**src/rtl/bdq_pkg.sv**
```systemverilog
// ----------------------------------------------------------------------------
// bdq_pkg
// Shared types and constants of the byte deque: request codes, controller
// states and the result item passed from the controller to the output stage.
// ----------------------------------------------------------------------------
package bdq_pkg;

    localparam int BYTE_W  = 8;
    localparam int REQ_W   = 3;
    localparam int COUNT_W = 15;
    localparam int LEVEL_W = 15;

    localparam logic [BYTE_W-1:0] NL_BYTE = 8'h0A;

    // request codes
    typedef enum logic [REQ_W-1:0] {
        REQ_APPEND = 3'd0,
        REQ_POP    = 3'd1,
        REQ_PEEK   = 3'd2,
        REQ_LINE   = 3'd3,
        REQ_UNGET  = 3'd4,
        REQ_SKIP   = 3'd5,
        REQ_CHOP   = 3'd6,
        REQ_CLEAR  = 3'd7
    } bdq_req_t;

    // controller states
    typedef enum logic [2:0] {
        S_IDLE,
        S_SCAN,
        S_RD,
        S_EMIT,
        S_ONE
    } bdq_state_t;

    // one result item
    typedef struct packed {
        logic [BYTE_W-1:0]  out_byte;
        logic               out_valid;
        logic               last;
        logic [LEVEL_W-1:0] level;
        logic               has_line;
        logic               full_error;
    } bdq_result_t;

endpackage

```
**src/rtl/bdq_ctrl.sv**
```systemverilog
// ----------------------------------------------------------------------------
// bdq_ctrl
// Request sequencer: single-byte updates, newline scan over the bytes being
// removed, commit of front/level/newline count, then byte-by-byte delivery.
// ----------------------------------------------------------------------------
module bdq_ctrl #(
    parameter int DEPTH     = 16384,
    parameter int MAX_BURST = 64,
    parameter int AW        = 14
) (
    input  logic                        aclk,
    input  logic                        aresetn,
    // request side
    input  logic                        s_valid,
    output logic                        s_ready,
    input  logic [bdq_pkg::REQ_W-1:0]   s_req_type,
    input  logic [bdq_pkg::BYTE_W-1:0]  s_in_byte,
    input  logic [bdq_pkg::COUNT_W-1:0] s_count,
    // result side
    output logic                        o_valid,
    input  logic                        o_ready,
    output bdq_pkg::bdq_result_t        o_res,
    // byte memory
    output logic                        mem_we,
    output logic [AW-1:0]               mem_waddr,
    output logic [bdq_pkg::BYTE_W-1:0]  mem_wdata,
    output logic                        mem_re,
    output logic [AW-1:0]               mem_raddr,
    input  logic [bdq_pkg::BYTE_W-1:0]  mem_rdata
);
    import bdq_pkg::*;

    localparam int LW = $clog2(DEPTH + 1);
    localparam int CW = (LW > COUNT_W) ? LW : COUNT_W;

    // (base + off) modulo depth, both below depth
    function automatic logic [AW-1:0] ring_add(input logic [AW-1:0] base,
                                               input logic [CW-1:0] off);
        logic [CW:0] s;
        s = (CW+1)'(base) + {1'b0, off};
        if (s >= (CW+1)'(DEPTH)) begin
            s = s - (CW+1)'(DEPTH);
        end
        return s[AW-1:0];
    endfunction

    bdq_state_t        state_reg, state_next;
    bdq_req_t          op_reg, op_next;
    logic [AW-1:0]     front_reg, front_next;
    logic [AW-1:0]     base_reg, base_next;
    logic [LW-1:0]     fill_reg, fill_next;
    logic [LW-1:0]     nl_reg, nl_next;
    logic [LW-1:0]     found_reg, found_next;
    logic [CW-1:0]     n_reg, n_next;
    logic [CW-1:0]     off_reg, off_next;
    logic [CW-1:0]     chk_reg, chk_next;
    logic              pend_reg, pend_next;
    logic              err_reg, err_next;

    bdq_req_t          req;
    logic [CW-1:0]     cnt_ext;
    logic [CW-1:0]     fill_ext;
    logic [CW-1:0]     burst_n;
    logic              full;
    logic              in_nl;
    logic [AW-1:0]     front_dec;
    logic              accept;
    logic              scan_issue;
    logic              scan_nl;
    logic              scan_done;
    logic [CW-1:0]     n_fin;
    logic [LW-1:0]     found_tot;
    logic              emit_last;
    logic [CW-1:0]     level_ext;

    // request decode helpers
    assign req       = bdq_req_t'(s_req_type);
    assign cnt_ext   = CW'(s_count);
    assign fill_ext  = CW'(fill_reg);
    assign full      = (fill_reg >= LW'(DEPTH));
    assign in_nl     = (s_in_byte == NL_BYTE);
    assign front_dec = (front_reg == '0) ? AW'(DEPTH - 1) : front_reg - 1'b1;
    assign accept    = s_valid && s_ready;

    // burst length cut to the burst limit and to the level
    always_comb begin
        burst_n = cnt_ext;
        if (burst_n > CW'(MAX_BURST)) begin
            burst_n = CW'(MAX_BURST);
        end
        if (burst_n > fill_ext) begin
            burst_n = fill_ext;
        end
    end

    // scan bookkeeping
    assign scan_issue = (off_reg < n_reg);
    assign scan_nl    = pend_reg && (mem_rdata == NL_BYTE);
    assign scan_done  = pend_reg && (((op_reg == REQ_LINE) && scan_nl) ||
                                     (chk_reg == n_reg - 1'b1));
    assign n_fin      = chk_reg + 1'b1;
    assign found_tot  = found_reg + LW'(scan_nl);
    assign emit_last  = (off_reg == n_reg - 1'b1);

    // next state and datapath
    always_comb begin
        state_next = state_reg;
        op_next    = op_reg;
        front_next = front_reg;
        base_next  = base_reg;
        fill_next  = fill_reg;
        nl_next    = nl_reg;
        found_next = found_reg;
        n_next     = n_reg;
        off_next   = off_reg;
        chk_next   = chk_reg;
        pend_next  = 1'b0;
        err_next   = err_reg;
        unique case (state_reg)
            S_IDLE: begin
                if (accept) begin
                    op_next    = req;
                    err_next   = 1'b0;
                    base_next  = front_reg;
                    off_next   = '0;
                    found_next = '0;
                    state_next = S_ONE;
                    unique case (req) inside
                        REQ_APPEND: begin
                            if (full) begin
                                err_next = 1'b1;
                            end else begin
                                fill_next = fill_reg + 1'b1;
                                nl_next   = nl_reg + LW'(in_nl);
                            end
                        end
                        REQ_UNGET: begin
                            if (full) begin
                                err_next = 1'b1;
                            end else begin
                                front_next = front_dec;
                                fill_next  = fill_reg + 1'b1;
                                nl_next    = nl_reg + LW'(in_nl);
                            end
                        end
                        REQ_CLEAR: begin
                            front_next = '0;
                            fill_next  = '0;
                            nl_next    = '0;
                        end
                        REQ_SKIP, REQ_CHOP: begin
                            n_next = cnt_ext;
                            if (cnt_ext >= fill_ext) begin
                                front_next = '0;
                                fill_next  = '0;
                                nl_next    = '0;
                            end else if (cnt_ext != '0) begin
                                state_next = S_SCAN;
                                if (req == REQ_CHOP) begin
                                    base_next = ring_add(front_reg, fill_ext - cnt_ext);
                                end
                            end
                        end
                        REQ_POP, REQ_LINE: begin
                            n_next = burst_n;
                            if (burst_n != '0) begin
                                state_next = S_SCAN;
                            end
                        end
                        REQ_PEEK: begin
                            n_next = burst_n;
                            if (burst_n != '0) begin
                                state_next = S_RD;
                            end
                        end
                    endcase
                end
            end
            S_SCAN: begin
                if (scan_issue) begin
                    off_next  = off_reg + 1'b1;
                    chk_next  = off_reg;
                    pend_next = 1'b1;
                end
                if (pend_reg) begin
                    found_next = found_tot;
                end
                // commit of the removal once the last byte is checked
                if (scan_done) begin
                    pend_next = 1'b0;
                    off_next  = '0;
                    n_next    = n_fin;
                    if (op_reg == REQ_CHOP) begin
                        fill_next = fill_reg - LW'(n_fin);
                        nl_next   = nl_reg - found_tot;
                    end else if (n_fin >= fill_ext) begin
                        front_next = '0;
                        fill_next  = '0;
                        nl_next    = '0;
                    end else begin
                        front_next = ring_add(front_reg, n_fin);
                        fill_next  = fill_reg - LW'(n_fin);
                        nl_next    = nl_reg - found_tot;
                    end
                    unique case (op_reg) inside
                        REQ_POP, REQ_LINE: state_next = S_RD;
                        default:           state_next = S_ONE;
                    endcase
                end
            end
            S_RD: begin
                state_next = S_EMIT;
            end
            S_EMIT: begin
                if (o_ready) begin
                    off_next   = off_reg + 1'b1;
                    state_next = emit_last ? S_IDLE : S_RD;
                end
            end
            S_ONE: begin
                if (o_ready) begin
                    state_next = S_IDLE;
                end
            end
            default: begin
                state_next = S_IDLE;
            end
        endcase
    end

    // level masked to its field width
    assign level_ext = CW'(fill_reg);

    // outputs and memory accesses
    always_comb begin
        s_ready          = 1'b0;
        o_valid          = 1'b0;
        o_res.out_byte   = '0;
        o_res.out_valid  = 1'b0;
        o_res.last       = 1'b1;
        o_res.level      = level_ext[LEVEL_W-1:0];
        o_res.has_line   = (nl_reg != '0);
        o_res.full_error = 1'b0;
        mem_we           = 1'b0;
        mem_waddr        = ring_add(front_reg, fill_ext);
        mem_wdata        = s_in_byte;
        mem_re           = 1'b0;
        mem_raddr        = ring_add(base_reg, off_reg);
        unique case (state_reg)
            S_IDLE: begin
                s_ready = 1'b1;
                if (s_valid && !full && (req == REQ_APPEND || req == REQ_UNGET)) begin
                    mem_we = 1'b1;
                end
                if (req == REQ_UNGET) begin
                    mem_waddr = front_dec;
                end
            end
            S_SCAN: begin
                mem_re = scan_issue;
            end
            S_RD: begin
                mem_re = 1'b1;
            end
            S_EMIT: begin
                o_valid         = 1'b1;
                o_res.out_byte  = mem_rdata;
                o_res.out_valid = 1'b1;
                o_res.last      = emit_last;
            end
            S_ONE: begin
                o_valid          = 1'b1;
                o_res.full_error = err_reg;
            end
            default: begin
                o_valid = 1'b0;
            end
        endcase
    end

    // control registers
    always_ff @(posedge aclk) begin
        if (!aresetn) begin
            state_reg <= S_IDLE;
            front_reg <= '0;
            fill_reg  <= '0;
            nl_reg    <= '0;
            pend_reg  <= 1'b0;
        end else begin
            state_reg <= state_next;
            front_reg <= front_next;
            fill_reg  <= fill_next;
            nl_reg    <= nl_next;
            pend_reg  <= pend_next;
        end
    end

    // working registers
    always_ff @(posedge aclk) begin
        op_reg    <= op_next;
        base_reg  <= base_next;
        found_reg <= found_next;
        n_reg     <= n_next;
        off_reg   <= off_next;
        chk_reg   <= chk_next;
        err_reg   <= err_next;
    end

endmodule

```
**config.mk**
```make
export PLATFORM = sky130hd
export DESIGN_NAME = bdq_ctrl
export DESIGN_NICKNAME = d
export VERILOG_FILES = /design/src/rtl/bdq_pkg.sv /design/src/rtl/bdq_ctrl.sv
export SDC_FILE = /design/constraint.sdc
export NUM_CORES = 1
export LEC_CHECK = 0
export ABC_AREA = 0
export BUFFER_PORTS_ARGS = -buffer_cell sky130_fd_sc_hd__buf_2
export CORE_MARGIN = 4
export CORE_UTILIZATION = 50
export DETAILED_ROUTE_END_ITERATION = 8
export PLACE_DENSITY = 0.68
export SLEW_MARGIN = 20
export SYNTH_ARGS = -nofsm -noshare
export SYNTH_HDL_FRONTEND = slang
export SYNTH_SLANG_ARGS = --single-unit
```
**constraint.sdc**
```tcl
create_clock -name aclk -period 11.5 [get_ports aclk]
set_input_delay 0.575 -clock aclk [delete_from_list [all_inputs] [get_ports aclk]]
set_output_delay 0.575 -clock aclk [all_outputs]
set_load 0.02 [all_outputs]
```
* Word-level counts from Yosys, hierarchy flattened
Index checks and enable logic that the tools add are counted.
** Word-level totals
- Register bits :: 126
- Output and inout port bits :: 67
- Word-level logic and storage cells :: 173
** Cells by class
- $add $sub $neg :: 18
- $lt $le $gt $ge :: 10
- Equal/unequal tests :: 31
- Mux-type cells :: 68
- Bitwise gates (word level) :: 2
- Reduce and logical (&&, ||, !) cells :: 32
** Operator list (count)
- $mux 15 :: 20
- $mux 14 :: 17
- $pmux 15 s2 :: 5
- $pmux 15 s3 :: 3
- $sub 14x1->14 const B :: 5
- $add 14x15->16 :: 4
- $ge 16x15->1 const B :: 4
- $add 15x1->15 const B :: 3
- $reduce_bool 15->1 :: 3
- $sub 15x15->15 :: 3
- $pmux 14 s3 :: 1
- $add 15x1->15 :: 2
- $eq 15x15->1 :: 2
- $ge 15x15->1 :: 2
- $pmux 14 s2 :: 1
- $mux 3 :: 9
- $eq 3x3->1 const B :: 6
- $eq 8x4->1 const B :: 2
- $eq 3x2->1 const B :: 5
- $ge 15x15->1 const B :: 1
- $gt 15x15->1 :: 1
- $gt 15x7->1 const B :: 1
- $lt 15x15->1 :: 1
- $pmux 3 s5 :: 1
- other kinds (26) :: 59

* Logic depth before layout (Yosys ltp)
- Depth after elaboration :: 9
- Mapped depth :: 20
- Depth with buffers taken out :: 20

* Worst setup path after synthesis
OpenSTA, ideal clock, no wires.
- Kind :: in2reg
- Start point :: input port mem_rdata[2] (netlist name)
- End point :: register nl_reg[14]
- Setup time :: 70 ps
- Arrival time :: 4403 ps
- Slack :: 7027 ps
- Stages :: 17
- Cells stage by stage :: or4b_2 > nor4_1 > ha_1 > ha_1 > and4_1 > nand2_1 > xor2_1 > ha_1 > or3_1 > o21ai_0 > o31ai_1 > o41ai_1 > nor2_1 > a211oi_1 > nand2_1 > a31o_2 > a21oi_1
** Between the ends
- Word-level cells in the longest chain between the ends :: 8
** RTL lines
- start, declared :: RTL line bdq_ctrl.sv:29 : input logic [bdq_pkg::BYTE_W-1:0] mem_rdata
- $eq 8x4->1 (*) :: RTL line bdq_ctrl.sv:98 : assign scan_nl = pend_reg && (mem_rdata == NL_BYTE);
- $logic_and 1x1->1 (*) :: RTL line bdq_ctrl.sv:98
- $add 15x1->15 :: RTL line bdq_ctrl.sv:102 : assign found_tot = found_reg + LW'(scan_nl);
- $sub 15x15->15 :: RTL line bdq_ctrl.sv:195, bdq_ctrl.sv:203
- $mux 15 :: RTL line bdq_ctrl.sv:196 : end else if (n_fin >= fill_ext) begin
- $mux 15 :: RTL line bdq_ctrl.sv:193 : if (op_reg == REQ_CHOP) begin
- $mux 15 :: RTL line bdq_ctrl.sv:189 : if (scan_done) begin
- $pmux 15 s2 :: RTL line bdq_ctrl.sv:119 : unique case (state_reg)
- end signal, assigned :: RTL line bdq_ctrl.sv:293 : nl_reg <= nl_next;
- end, declared :: RTL line bdq_ctrl.sv:52 : logic [LW-1:0] nl_reg, nl_next;
Every way passes the cells marked *; elsewhere a longest branch is shown, timed or not. The select of a mux whose other input is x is not followed.
A chain may end at the register's enable or synchronous reset.

* Worst setup path after layout
Ends and elaborated chain as after synthesis.

==> run_results.csv <==
group,metric,value,unit
final_layout,finalNonFillerCells,2033,
sta,hold_violations,0,
cts,cts_num_sinks,126,
min_path,hold_depth,1,
final_layout,final_common_cell,"nor2_1",
cts,path_clk_slew,0.07,ns
detailed_routing,first_iter_violations,1139,
detailed_routing,drc_errors,0,
synthesis,synth_warnings,0,
power,pwr-share-seq,28.0,%
synthesis,synth_cell_types,88,
power,power.leakage,6.122,nW
setup_path,crit_path_max_fanout,5,
detailed_routing,routed_wirelength,39840,um
sta,min_period,5.119,ns
final_layout,n_antenna_cell,0,
sta,clock-skew-final,0.01471,ns
die,num_rows,59,
sta,maxSlewHeadroom,28.52,%
global_routing,antenna_found_initial,0,
setup_path,required,11.86,ns
die,die_area,28940,um^2
die,ios,105,
detailed_routing,viasPerCell,6.190,
setup_path,crit_path_start_kind,"input port",
setup_path,critPathTopFamily,"simple AND/OR/NAND/NOR gates",
power,switchingPower,1.329,mW
setup_path,rr_worst_depth,17,
synthesis,synth_top_flop_cell,"edfxtp_1",
final_layout,fill_cells,2479,
final_layout,drive_gt1_share,10.95,%
place,place_congestion,0.9427,
flow_run,drv_cap,0,
detailed_routing,dr.pass1.iters,5,
final_layout,finalNetCount,1866,
place,dpl.cell_count,2001,
cts,cts_root_buffer,"clkbuf_16",
synthesis,synth-edff-count,78,
cts,cts_tree,"built",
setup_path,reg2reg_to,"nl_reg[14]",
setup_path,crit_type,"input port to flop",
sta,rsz0062_at_grt,"false",
final_layout,multi_input_area,9184,um^2
setup_path,slowest_stage,"nor4_1",
setup_path,crit_arrival,5.48,ns
synthesis,syn_area_per_cell,8.188,um^2
sta,drv_slew,0,
synthesis,synth-seq-area-share,25.14,%
power,p_comb_share,53.9,%
final_layout,final_core_util,55.64,%
synthesis,synth_area,13140,um^2
cts,clockBufferDepth,2,
die,initial_core_util,50.57,%
power,swShare,47.00,%
min_path,hold_path_class,"input port to flop",
die,die_height,170.1,um
setup_path,worstSetupEndpoint,"nl_reg[14]",
power,ir_drop,172.8,uV
cts,numCtsBuffers,17,
sta,finalCritPeriodShare,44.51,%
power,powerDensity,195.5,nW/um^2
sta,setup_viol,0,
detailed_routing,drt-wirelength-per-cell,19.60,um
synthesis,synthArstFlopShare,0,%
power,power.share.clock,18.1,%
global_routing,grt_pass1_vias,11950,
final_layout,area_growth,10.03,%
final_layout,final_cell_mix,"nor2_1 (152), ha_1 (136), nand2_1 (111)",
place,hpwl,30450,um
sta,finalSetupTns,0,ns
global_routing,gr-total-overflow,0,
run_status,status,"complete, no violations",
cts,ctsHoldBuffers,0,
global_routing,grt_pass1_wl,63020,um
cts,post_cts_resized,0,
setup_path,worstReg2RegStart,"pend_reg",
setup_path,r2r_setup_slack,6.80,ns
cts,cts_setup_buffers,0,
sta,max_freq,195.4,MHz
setup_path,cpMostUsedCell,"ha_1",
detailed_routing,drt.antenna.violating_nets,0,
setup_path,end_kind,"flop",
die,die_w,170.1,um
detailed_routing,vias,12590,
place,placement.io_buffers,104,
synthesis,syn_inst,1605,
setup_path,startpoint,"mem_rdata[2]",
cts,htree_levels,4,
power,p_int,1.499,mW
sta,worst_slew_pin_slew,1.069,ns
cts,clkLatencyLatePin,0.43,ns
setup_path,cp_cell_sequence,"buf_2 > or4b_2 > nor4_1 > ha_1 > ha_1 > and4_1 > nand2_1 > xor2_1 > ha_1 > or3_1 > o21ai_0 > o31ai_1 > o41ai_1 > nor2_1 > a211oi_1 > nand2_1 > a31o_2 > a21oi_1",
setup_path,cp.depth,18,
final_layout,seq_area,3303,um^2
die,fp.coreArea,25980,um^2
synthesis,yosys_register_bits,126,
setup_path,critPathMaxStageDelay,0.76,ns
global_routing,grt_max_degree,41,
setup_path,path_buf_inv,1,
global_routing,grt_usage,26.97,%
[metrics by stage]
step           setup slack, ns  hold WS [ns]  area (um^2)  total power, mW
6_report                 6.381        0.4260        14460            2.827
5_1_grt                  6.027        0.4223        14460            3.028
4_1_cts                  6.497        0.4009        14460            2.816
3_5_place_dp             6.059        0.5188        13920            2.297
3_3_place_gp             6.163        0.5081        13920            2.275
2_1_floorplan            7.027        0.4778        13170            1.890
[cell type report]
cell class / instances / area share, %
clock buffer: 18 / 2.968
timing repair buffer: 117 / 4.275
inverter: 105 / 2.726
tap: 335 / 2.899
multi-input combinational: 1318 / 63.52
sequential: 126 / 22.85
clock inverter: 14 / 0.7702
[cell families after synthesis]
| kind of cell | synth area share [%] |
|---|---|
| adder cells (fa/ha/maj) | 14.01 |
| flip-flops | 25.14 |
| AO/OA/AOI/OAI | 22.39 |
| buffers and inverters | 5.398 |
| XOR/XNOR | 11.50 |
| multiplexers | 0.6379 |
| other | 0.02854 |
| AND/OR/NAND/NOR | 20.89 |
[power groups by stage]
stage	combinational, mW	sequential [mW]	clock [mW]
2_1_floorplan	1.18	0.706	0
3_3_place_gp	1.48	0.791	0
3_5_place_dp	1.51	0.791	0
4_1_cts	1.52	0.784	0.515
5_1_grt	1.69	0.803	0.534
6_report	1.53	0.790	0.512
[worst min-delay path by stage]
stage,start,end,slack [ns]
CTS,s_req_type[0],op_reg[0],0.40
floorplan,nl_reg[0],nl_reg[0],0.48
global route,s_req_type[0],op_reg[0],0.42
global placement,state_reg[0],pend_reg,0.51
finish,s_req_type[1],op_reg[1],0.43
detailed placement,state_reg[0],pend_reg,0.52
[worst reg2reg max path, cell delays in order, from the launching register on]
cell and delay (ns):
dfxtp_1 0.45, nand3b_1 0.11, nor4_1 0.70, ha_1 0.33, ha_1 0.22, and4_1 0.29, nand2_1 0.08, xor2_1 0.16
ha_1 0.23, or3_1 0.37, o21ai_0 0.13, o31ai_1 0.16, o41ai_1 0.58, nor2_1 0.11, a211oi_1 0.25, nand2_1 0.09
a31o_2 0.25, a21oi_1 0.13
[routing by layer]
metal | vias to the layer above | wire [um] | track usage (%)
met3 | 110 | 2397 | 3.926
met5 | - | 0 | 0
met4 | 0 | 1525 | 9.965
li1 | 6081 | - | -
met1 | 5928 | 17790 | 36.42
met2 | 466 | 18130 | 43.98
[cell usage after synthesis, types with 6 or more instances]
cell | number | area, um^2
o311a_1 | 6 | 60.06
a31oi_1 | 15 | 93.84
and2_1 | 19 | 118.9
or4_1 | 7 | 52.55
a21boi_0 | 7 | 52.55
a21o_1 | 24 | 180.2
o32ai_1 | 8 | 70.07
xor2_1 | 70 | 613.1
dfxtp_1 | 48 | 960.9
or3_1 | 12 | 75.07
inv_1 | 103 | 386.6
xnor2_1 | 100 | 875.8
o31a_1 | 6 | 52.55
o21ai_1 | 12 | 60.06
o41ai_1 | 6 | 52.55
buf_4 | 10 | 75.07
nor2b_1 | 17 | 106.4
or2_2 | 7 | 43.79
and3_1 | 22 | 137.6
nand3_1 | 71 | 355.3
nand2_1 | 111 | 416.7
o21ai_0 | 71 | 355.3
o21bai_1 | 9 | 67.56
clkbuf_1 | 43 | 161.4
nor2_1 | 153 | 574.3
o211ai_1 | 9 | 67.56
a211oi_1 | 24 | 180.2
o21a_1 | 25 | 187.7
ha_1 | 136 | 1702
edfxtp_1 | 78 | 2342
a221oi_1 | 18 | 157.7
nor3_1 | 53 | 265.3
o31ai_1 | 12 | 90.09
nor4_1 | 25 | 156.4
fa_1 | 7 | 140.1
nand2b_1 | 9 | 56.30
a21oi_1 | 109 | 545.5
nand4_1 | 23 | 143.9
o22ai_1 | 13 | 81.33
Note: power is estimated with default switching activity, not from simulation.
